[config.mk]
export PLATFORM = sky130hd
export DESIGN_NAME = swpm_div25
export DESIGN_NICKNAME = d
export VERILOG_FILES = /design/src/hdl/swpm_pkg.sv /design/src/hdl/swpm_div25.sv
export SDC_FILE = /design/constraint.sdc
export NUM_CORES = 1
export LEC_CHECK = 0
export BUFFER_PORTS_ARGS = -buffer_cell sky130_fd_sc_hd__buf_2
export CORE_MARGIN = 1.5
export CORE_UTILIZATION = 35
export CTS_BUF_LIST = sky130_fd_sc_hd__clkbuf_4 sky130_fd_sc_hd__clkbuf_8 sky130_fd_sc_hd__clkbuf_16
export CTS_CLUSTER_SIZE = 12
export DETAILED_ROUTE_END_ITERATION = 10
export REMOVE_ABC_BUFFERS = 1
export SYNTH_ARGS = -nofsm -noshare
export SYNTH_HDL_FRONTEND = slang
export SYNTH_SLANG_ARGS = --single-unit
[constraint.sdc]
create_clock -name clk_i -period 21 [get_ports clk_i]
set_input_delay 4.2 -clock clk_i [delete_from_list [all_inputs] [get_ports clk_i]]
set_output_delay 4.2 -clock clk_i [all_outputs]
set_load 0.01 [all_outputs]
[src/hdl/swpm_pkg.sv]
package swpm_pkg;

  typedef enum logic [2:0] {
    CFG_ENABLE = 3'd0,
    CFG_MONO   = 3'd1,
    CFG_MIX    = 3'd2,
    CFG_WIDTH  = 3'd3,
    CFG_PAN    = 3'd4
  } cfg_idx_e;

  localparam int CFG_IDX_W    = 3;
  localparam int CFG_DATA_W   = 8;
  localparam int MIX_W        = 7;
  localparam int WIDTH_W      = 8;
  localparam int PAN_W        = 8;
  localparam int PCT_FULL     = 100;
  localparam int WIDTH_MAX    = 200;
  localparam int GAIN_ENTRIES = 101;
  localparam int GAIN_IDX_W   = 7;
  localparam int GUARD_BITS   = 4;

  // Bias and shift that turn both rounded divisions into a floor division by 25.
  localparam int U_BIAS    = 12;
  localparam int MIX_SHIFT = 2;

  localparam int DIV_LANES       = 2;
  localparam int DIG_BITS        = 4;
  localparam int STEPS_PER_STAGE = 3;
  localparam int DIVISOR         = 25;
  localparam int REM_W           = 5;
  localparam int STEP_W          = REM_W + DIG_BITS;
  localparam int RECIP_W         = 12;
  localparam int STEP_PROD_W     = STEP_W + RECIP_W;
  localparam int DIV_RECIP       = 2622;
  localparam int DIV_RECIP_SHIFT = 16;

  typedef struct packed {
    logic [DIG_BITS-1:0] dig;
    logic [REM_W-1:0]    rem;
  } div_step_t;

  // One radix-16 digit of a division by 25; the remainder stays below 25.
  function automatic div_step_t div_step(logic [REM_W-1:0] rem, logic [DIG_BITS-1:0] chunk);
    logic [STEP_W-1:0]      v;
    logic [STEP_PROD_W-1:0] prod;
    div_step_t              r;
    v     = {rem, chunk};
    prod  = STEP_PROD_W'(v) * STEP_PROD_W'(DIV_RECIP);
    r.dig = prod[DIV_RECIP_SHIFT +: DIG_BITS];
    r.rem = REM_W'(v - STEP_W'(r.dig) * STEP_W'(DIVISOR));
    return r;
  endfunction

  // Gain table entry k: round(sqrt(k/100) * 2^frac), evaluated at elaboration.
  function automatic logic [63:0] gain_entry(int k, int frac);
    logic [63:0] v;
    logic [63:0] res;
    logic [63:0] bit_v;
    v     = (64'(k) << (2 * frac + 2)) / 64'd100;
    res   = '0;
    bit_v = 64'd1 << 62;
    for (int i = 0; i < 32; i++) begin
      if (v >= res + bit_v) begin
        v   = v - (res + bit_v);
        res = (res >> 1) + bit_v;
      end else begin
        res = res >> 1;
      end
      bit_v = bit_v >> 2;
    end
    return (res + 64'd1) >> 1;
  endfunction

endpackage

[src/hdl/swpm_div25.sv]
module swpm_div25 import swpm_pkg::*; #(
  parameter int IN_W   = 34,
  parameter int SIDE_W = 8
) (
  input  logic              clk_i,
  input  logic              rst_ni,
  input  logic              in_valid_i,
  output logic              in_ready_o,
  input  logic [IN_W-1:0]   in_num_i [DIV_LANES],
  input  logic [SIDE_W-1:0] in_side_i,
  output logic              out_valid_o,
  input  logic              out_ready_i,
  output logic [IN_W-1:0]   out_quo_o [DIV_LANES],
  output logic [SIDE_W-1:0] out_side_o
);

  localparam int NRAW = (IN_W + DIG_BITS - 1) / DIG_BITS;
  localparam int NST  = (NRAW + STEPS_PER_STAGE - 1) / STEPS_PER_STAGE;
  localparam int NDIG = NST * STEPS_PER_STAGE;
  localparam int DW   = NDIG * DIG_BITS;

  logic [DW-1:0]     word_q [NST][DIV_LANES];
  logic [REM_W-1:0]  rem_q  [NST][DIV_LANES];
  logic [SIDE_W-1:0] side_q [NST];
  logic [NST-1:0]    vld_q;
  logic [NST-1:0]    rdy;

  for (genvar s = 0; s < NST; s++) begin : g_stage
    logic [DW-1:0]     word_in [DIV_LANES];
    logic [DW-1:0]     word_d  [DIV_LANES];
    logic [REM_W-1:0]  rem_in  [DIV_LANES];
    logic [REM_W-1:0]  rem_d   [DIV_LANES];
    logic [SIDE_W-1:0] side_in;
    logic              vld_in;

    if (s == 0) begin : g_first
      for (genvar l = 0; l < DIV_LANES; l++) begin : g_lane
        assign word_in[l] = DW'(in_num_i[l]);
        assign rem_in[l]  = '0;
      end
      assign side_in = in_side_i;
      assign vld_in  = in_valid_i;
    end else begin : g_next
      assign word_in = word_q[s-1];
      assign rem_in  = rem_q[s-1];
      assign side_in = side_q[s-1];
      assign vld_in  = vld_q[s-1];
    end

    if (s == NST - 1) begin : g_rdy_last
      assign rdy[s] = !vld_q[s] || out_ready_i;
    end else begin : g_rdy_mid
      assign rdy[s] = !vld_q[s] || rdy[s+1];
    end

    always_comb begin
      div_step_t        st;
      logic [DW-1:0]    w;
      logic [REM_W-1:0] r;
      for (int l = 0; l < DIV_LANES; l++) begin
        w = word_in[l];
        r = rem_in[l];
        for (int t = 0; t < STEPS_PER_STAGE; t++) begin
          st = div_step(r, w[(NDIG - 1 - (s * STEPS_PER_STAGE + t)) * DIG_BITS +: DIG_BITS]);
          w[(NDIG - 1 - (s * STEPS_PER_STAGE + t)) * DIG_BITS +: DIG_BITS] = st.dig;
          r = st.rem;
        end
        word_d[l] = w;
        rem_d[l]  = r;
      end
    end

    always_ff @(posedge clk_i or negedge rst_ni) begin
      if (!rst_ni) begin
        vld_q[s] <= 1'b0;
      end else if (rdy[s]) begin
        vld_q[s] <= vld_in;
      end
    end

    always_ff @(posedge clk_i) begin
      if (rdy[s]) begin
        word_q[s] <= word_d;
        rem_q[s]  <= rem_d;
        side_q[s] <= side_in;
      end
    end
  end

  assign in_ready_o  = rdy[0];
  assign out_valid_o = vld_q[NST-1];
  assign out_side_o  = side_q[NST-1];

  for (genvar l = 0; l < DIV_LANES; l++) begin : g_out
    assign out_quo_o[l] = word_q[NST-1][l][IN_W-1:0];
  end

endmodule

* Yosys cells after proc, flatten, opt, wreduce, memory -nomap -nowiden
Memory sizes are Yosys's and may differ from the RTL's. Index checks and enable logic that the tools add are counted.
Word-level totals: bits in read-only memories 0, input bits 80, latch bits 0, logic and storage cells 70, register bits after elaboration 3, output and inout bits 78, memories kept 3, memory bits (writable) 270
Memory list:
- word_q | words 3, width 72, rd ports 3, clocked after memory_dff 0, wr ports 3, line swpm_div25.sv:22 | logic [DW-1:0] word_q [NST][DIV_LANES];
- rem_q | words 3, width 10, rd ports 2, clocked after memory_dff 0, wr ports 3, line swpm_div25.sv:23 | logic [REM_W-1:0] rem_q [NST][DIV_LANES];
- side_q | words 3, width 8, rd ports 3, clocked after memory_dff 0, wr ports 3, line swpm_div25.sv:24 | logic [SIDE_W-1:0] side_q [NST];
Operators by class: shifts and indexed selects 0, multipliers 34, reductions and logical operators 6, magnitude comparators 0, $add $sub $neg 18, divide/modulo/power cells 0, eq/ne operators 0, mux-type cells 6, bitwise operators 0
Operators with widths (count):
- $mul 9x11->19 const B | 16
- $mul 4x5->5 const B | 16
- $sub 5x5->5 | 16
- $mul 1x5->5 const AB | 2
- $sub 2x5->5 | 2
- $mux 1 | 6
- $logic_not 1->1 | 3
- $logic_or 1x1->1 | 3

* Longest topological paths before layout
Gate-level depths: netlist (run 1). An unclocked memory read counts as a cell.
depth after elaboration 10, gate-level depth with buffers 79

* Worst setup path before layout (run 1)
No wires, ideal clock.
path type register to register, start point memory rem_q[0][8] (netlist bit), end point memory rem_q[0][19] (netlist bit), data pin, stages on the path, launching flop included 76, path slack 2.438 ns, clock period less this slack 18.562 ns, arrival 18.294 ns, data required time 20.732 ns, cells stage by stage edfxtp_1 fa_1 xor2_1 ha_1 or2_2 fa_1 inv_1 fa_1 inv_1 ha_1 and3_1 a221o_1 a21oi_2 a21boi_2 o31ai_4 inv_1 ha_1 fa_1 [40 not listed] inv_1 fa_1 inv_1 ha_1 a2111oi_0 o21ai_0 a311oi_1 o21bai_1 a21oi_1 xnor2_1 ha_1 inv_1 fa_1 fa_1 a211oi_1 xnor2_1 xnor2_1 xnor3_1
RTL lines (line):
- start: declaration | swpm_div25.sv:23

==> flow_summary.yaml, run 1 <==
run_status:
  outcome: "finished clean"
synth:
  yosys.area.top_type: "ha_1"
  synth-main-ff-cell: "edfxtp_1"
  synth_area_um2: 32500
  synth_top_area_share_pct: 31.7
  synth_most_common_cell: "ha_1"
  synth-seq-cells: 233
  synth-edff-count: 230
  syn_avg_cell_area_um2: 11.2
  synth_cell_type_count: 77
  synthesis.instances: 2907
  synth_area_leaders: "ha_1, edfxtp_1, fa_1"
  async_flop_share_pct: 1.29
  seq_area_frac_synth_pct: 21.5
  yosysWarningCount: 0
  synthTopCellsByCount: "ha_1, inv_1, fa_1"
route:
  wl_um: 60600
  vias: 19800
  ant_nets: 0
  wl_per_cell_um: 13.9
  drt-initial-drc-count: 611
  firstDrtPassIters: 6
  avgViaCountPerCell: 4.53
  drc: 0
cells_and_area:
  drive_gt1_share_pct: 8.72
  fill_cells: 9077
  areaGrowthSynthToFinish_pct: 10.4
  final_util_pct: 39.1
  final_net_count: 4336
floorplanning:
  die_w_um: 308
  rows: 111
  die_h_um: 308
  start_util_pct: 35.4
  die_area_um2: 94800
  coreArea_um2: 91900
  ios: 158
setup_path:
  crit_top_cell: "ha_1"
  cp.buffers_inverters: 10
  crit_family: "adder cells"
  end_kind: "register"
  worstPathArrival_ps: 20010
  cpPeakStageDelay_ps: 570
  critical_path_required_ps: 21340
  slowest_stage: "fa_1"
  crit_path_start_kind: "register"
  critPathMaxFanout: 9
  worstSetupPathType: "reg -> reg"
sta:
  tightest_slew_ps: 1000
  finalSetupViolCount: 0
  maxSlewHeadroom_pct: 33.2
  fin_setup_tns_ps: 0
  final-hold-violation-count: 0
  drv_slew: 0
  period_minus_slack_ps: 19660
  finalCritPeriodShare_pct: 93.6
  fmax_mhz: 50.9
  rsz0062_at_grt: "false"
  clock_skew_ps: 12.9
grt:
  grt_pass1_wl_um: 103000
  grt_max_degree: 58
  grt_pass1_vias: 20700
  grt_usage_pct: 13.3
  antenna_found_initial: 9
  grt_overflow_total: 0
clocking:
  htree_levels: 1
  cts_made_buffers: 31
  clk_pin_slew_worst_paths_ps: 60
  clk_path_buf_depth: 3
  cts_tree: "done"
  cts_setup_buffers: 0
  cts_sinks: 233
  cts_root_buf: "clkbuf_16"
  clock_latency_ps: 600
hold_path:
  hold_path.class: "reg -> reg"
place:
  numPortBuffers: 151
  dpl.hpwl_um: 50700
  routabilityCongestion: 0.787
flow_run:
  drv_cap: 0
==> worst paths after layout <==
check	startpoint	endpoint	slack [ps]	cells past startpoint
worst max-delay path	rem_q[0][8]	rem_q[0][19]	1340	75
min in group asynchronous	rst_ni	g_stage[1].vld_in	3400	1
worst min register to register	word_q[0][63]	word_q[0][135]	410	0
max in group asynchronous	rst_ni	out_valid_o	17480	1
worst max register to register	rem_q[0][8]	rem_q[0][19]	1340	75
worst min-delay path	word_q[0][63]	word_q[0][135]	410	0
==> placed cells by master, fill, tap and decap left out, types with 15 or more instances in the layout <==
master	count
nand2b_1	23
nor2_1	39
ha_1	824
xnor2_1	133
a211oi_1	22
inv_1	726
clkbuf_16	31
edfxtp_1	230
buf_2	151
nand2_1	46
a21o_1	45
or2_2	21
o21ai_0	45
nand3_1	15
fa_1	338
nor2b_1	17
nor3_1	17
xor2_1	62
a21oi_1	61
o21bai_1	16
==> logic make-up after synthesis <==
group	share of synthesized area (%)
fa+ha+maj	52.5
buf+inv	8.55
simple gates	4.71
mux	0.427
flops	21.5
compound gates	6.11
xor+xnor	6.28
other cells	0.0115
==> cell type report <==
type	count	area, um^2	share of cell area (%)
diodes	1	2.50	0.00696
clock buffers	35	806	2.24
multi-input cells	1944	22800	63.6
clock inverters	23	206	0.575
repair buffers	158	808	2.25
well taps	1243	1560	4.33
inverters	726	2730	7.58
flip-flops and latches	233	6980	19.4
==> worst reg2reg max path: cells and delay by family (launching register included) <==
kind                     cells  cell delay [ps]
XOR/XNOR                    11             2480
adder cells (fa/ha/maj)     25             9250
AND/OR/NAND/NOR             13             3070
flip-flops                   1              530
AO/OA/AOI/OAI               16             3500
buffers and inverters       10              580
==> repair_timing <==
| action | 4_1_cts | 5_1_grt |
|---|---|---|
| hold buffers | 0 | 0 |
| gates resized for setup | 0 | 5 |
| setup endpoints to repair | 0 | 2 |
==> stage by stage <==
stage	area [um^2]	hold slack (ps)	instances	setup slack (ps)
after floorplan	32500	400	2903	2440
after global placement	34900	401	4304	1400
after detailed placement	34900	405	4304	1000
after CTS	35900	404	4362	940
after global routing	35900	416	4362	31.6
final	35900	411	4363	1340
==> routing by layer <==
layer | vias up | GRT usage (%) | routed length (um)
met5 | - | 0 | 103
met4 | 16 | 2.58 | 1020
met3 | 64 | 2.47 | 2660
met2 | 171 | 23.0 | 28600
met1 | 9472 | 17.3 | 28200
li1 | 10100 | - | -
==> flip-flops by register name, summed over array words and instances, names as in the netlist <==
name	flops
word_q	186
side_q	24
rem_q	20
g_stage.vld_in	2
out_valid_o	1
Power of run 1 is not shown: default switching activity piles up to over one toggle a cycle in this logic, so the estimate is an artifact.
==> inputs of run 2 (changes only) <==
Settings changed: CTS_BUF_LIST sky130_fd_sc_hd__clkbuf_4 sky130_fd_sc_hd__clkbuf_8 sky130_fd_sc_hd__clkbuf_16 to sky130_fd_sc_hd__clkbuf_4.
==> flow_summary.yaml, run 2 (same netlist as run 1, synthesis figures left out) <==
setup_path:
  end_kind: "register"
  slowest_stage: "fa_1"
  crit_top_cell: "ha_1"
  reg2reg_slack_ps: 1240
  worstSetupPathType: "reg -> reg"
  cpPeakStageDelay_ps: 580
  critical_path_required_ps: 21500
  critPathMaxFanout: 9
  endpoint: "rem_q[0][19]"
  worstPathArrival_ps: 20260
  worstReg2RegEnd: "rem_q[0][19]"
  crit_path_start_kind: "register"
  startpoint: "rem_q[0][7]"
  rr_worst_depth: 75
  reg2reg_from: "rem_q[0][7]"
cells_and_area:
  design_area_um2: 35900
  largest-register: "word_q"
  final_net_count: 4378
  final_cell_mix: "ha_1, inv_1, fa_1, edfxtp_1, buf_2"
  final-seq-area_um2: 6980
  fill_cells: 9125
  drive_gt1_share_pct: 10.4
  reg.largest.list: "word_q (186), side_q (24), rem_q (20)"
  largest_reg_flops: 186
  multiInputGateArea_um2: 22900
  areaGrowthSynthToFinish_pct: 10.2
  final_common_cell: "ha_1"
  final_util_pct: 39.0
floorplanning:
  coreArea_um2: 91900
  die_h_um: 308
  ios: 158
  die_area_um2: 94800
  start_util_pct: 35.4
  rows: 111
  die_w_um: 308
grt:
  grt_overflow_total: 0
  grt.met1_usage_pct: 17.5
  use_met3_pct: 3.14
  grt_pass1_wl_um: 104000
  grt_max_degree: 58
  grt_usage_pct: 13.6
  grtUsageMet2_pct: 23.1
  gr-max-usage-layer: "met2"
  antenna_found_initial: 11
  grt_pass1_vias: 21100
sta:
  tightest_slew_ps: 1000
  fin_setup_tns_ps: 0
  final-hold-violation-count: 0
  maxSlewHeadroom_pct: 33.1
  finalSetupViolCount: 0
  clock_skew_ps: 101
  rsz0062_at_grt: "false"
  fmax_mhz: 50.6
  period_minus_slack_ps: 19760
  finalCritPeriodShare_pct: 94.1
  drv_slew: 0
route:
  wl_um: 61200
  avgViaCountPerCell: 4.53
  wl_per_cell_um: 13.8
  vias: 20100
  drt-initial-drc-count: 710
  ant_nets: 0
  firstDrtPassIters: 4
  drc: 0
place:
  numPortBuffers: 151
  routabilityCongestion: 0.787
  place_area_um2: 34900
  dpl.hpwl_um: 50700
clocking:
  htree_levels: 3
  cts_sinks: 233
  cts_setup_buffers: 0
  clock_latency_ps: 840
  cts_root_buf: "clkbuf_4"
  clk_path_buf_depth: 3
  cts_made_buffers: 73
  cts_tree: "done"
  clk_pin_slew_worst_paths_ps: 70
run_status:
  outcome: "finished clean"
hold_path:
  hold_path.class: "reg -> reg"
flow_run:
  drv_cap: 0
## run 2: cell count changes in the layout (fill, tap and decap cells not counted), sizes merged
cell | previous run | this run
bufinv | 3 | 2
clkbuf | 35 | 101
inv | 730 | 728
diode | 1 | 6
clkinv | 14 | 19
clkinvlp | 2 | 1
## run 2: metrics by stage
stage / hold slack [ps] / setup slack [ps] / cells
floorplan: 400 / 2440 / 2903
global placement: 401 / 1400 / 4304
detailed placement: 405 / 1000 / 4304
CTS: 404 / 873 / 4429
global route: 411 / 11.1 / 4432
finish: 401 / 1240 / 4435
## run 2: worst min-delay path by stage
| stage | startpoint | to | slack [ps] | depth (start not counted) |
|---|---|---|---|---|
| 3_3_place_gp | word_q[0][61] | word_q[0][133] | 400 | 0 |
| 2_1_floorplan | side_q[0][2] | side_q[0][10] | 400 | 0 |
| 6_report | word_q[0][28] | word_q[0][100] | 400 | 0 |
| 4_1_cts | word_q[0][63] | word_q[0][135] | 400 | 0 |
| 5_1_grt | word_q[0][28] | word_q[0][100] | 410 | 0 |
| 3_5_place_dp | side_q[0][4] | side_q[0][12] | 400 | 0 |
## run 2: worst max-delay path: cells and delay by family (launching register included)
family	cells	cell delay [ps]
fa+ha+maj	25	9250
xor+xnor	11	2510
compound gates	16	3500
flops	1	510
simple gates	13	3070
buf+inv	10	570
## run 2: timing repair
action / 4_1_cts / 5_1_grt
setup endpoints to repair: 0 / 2
gates resized for setup: 0 / 6
hold buffers: 0 / 0
## run 2: final cells by class
| class | instances | share of cell area, % |
|---|---|---|
| multi-input cells | 1944 | 63.7 |
| flip-flops and latches | 233 | 19.5 |
| inverters | 726 | 7.60 |
| well taps | 1243 | 4.34 |
| repair buffers | 158 | 2.25 |
| clock buffers | 101 | 2.11 |
| clock inverters | 24 | 0.454 |
| diodes | 6 | 0.0419 |
## run 2: routing by layer
| metal | up-vias | share of wire, % | wire [um] |
|---|---|---|---|
| li1 | 10200 | - | - |
| met5 | - | 0.18 | 109 |
| met3 | 78 | 4.7 | 2900 |
| met4 | 16 | 1.5 | 913 |
| met2 | 219 | 47 | 28900 |
| met1 | 9597 | 46 | 28400 |
Power of run 2 is left out for the same reason.
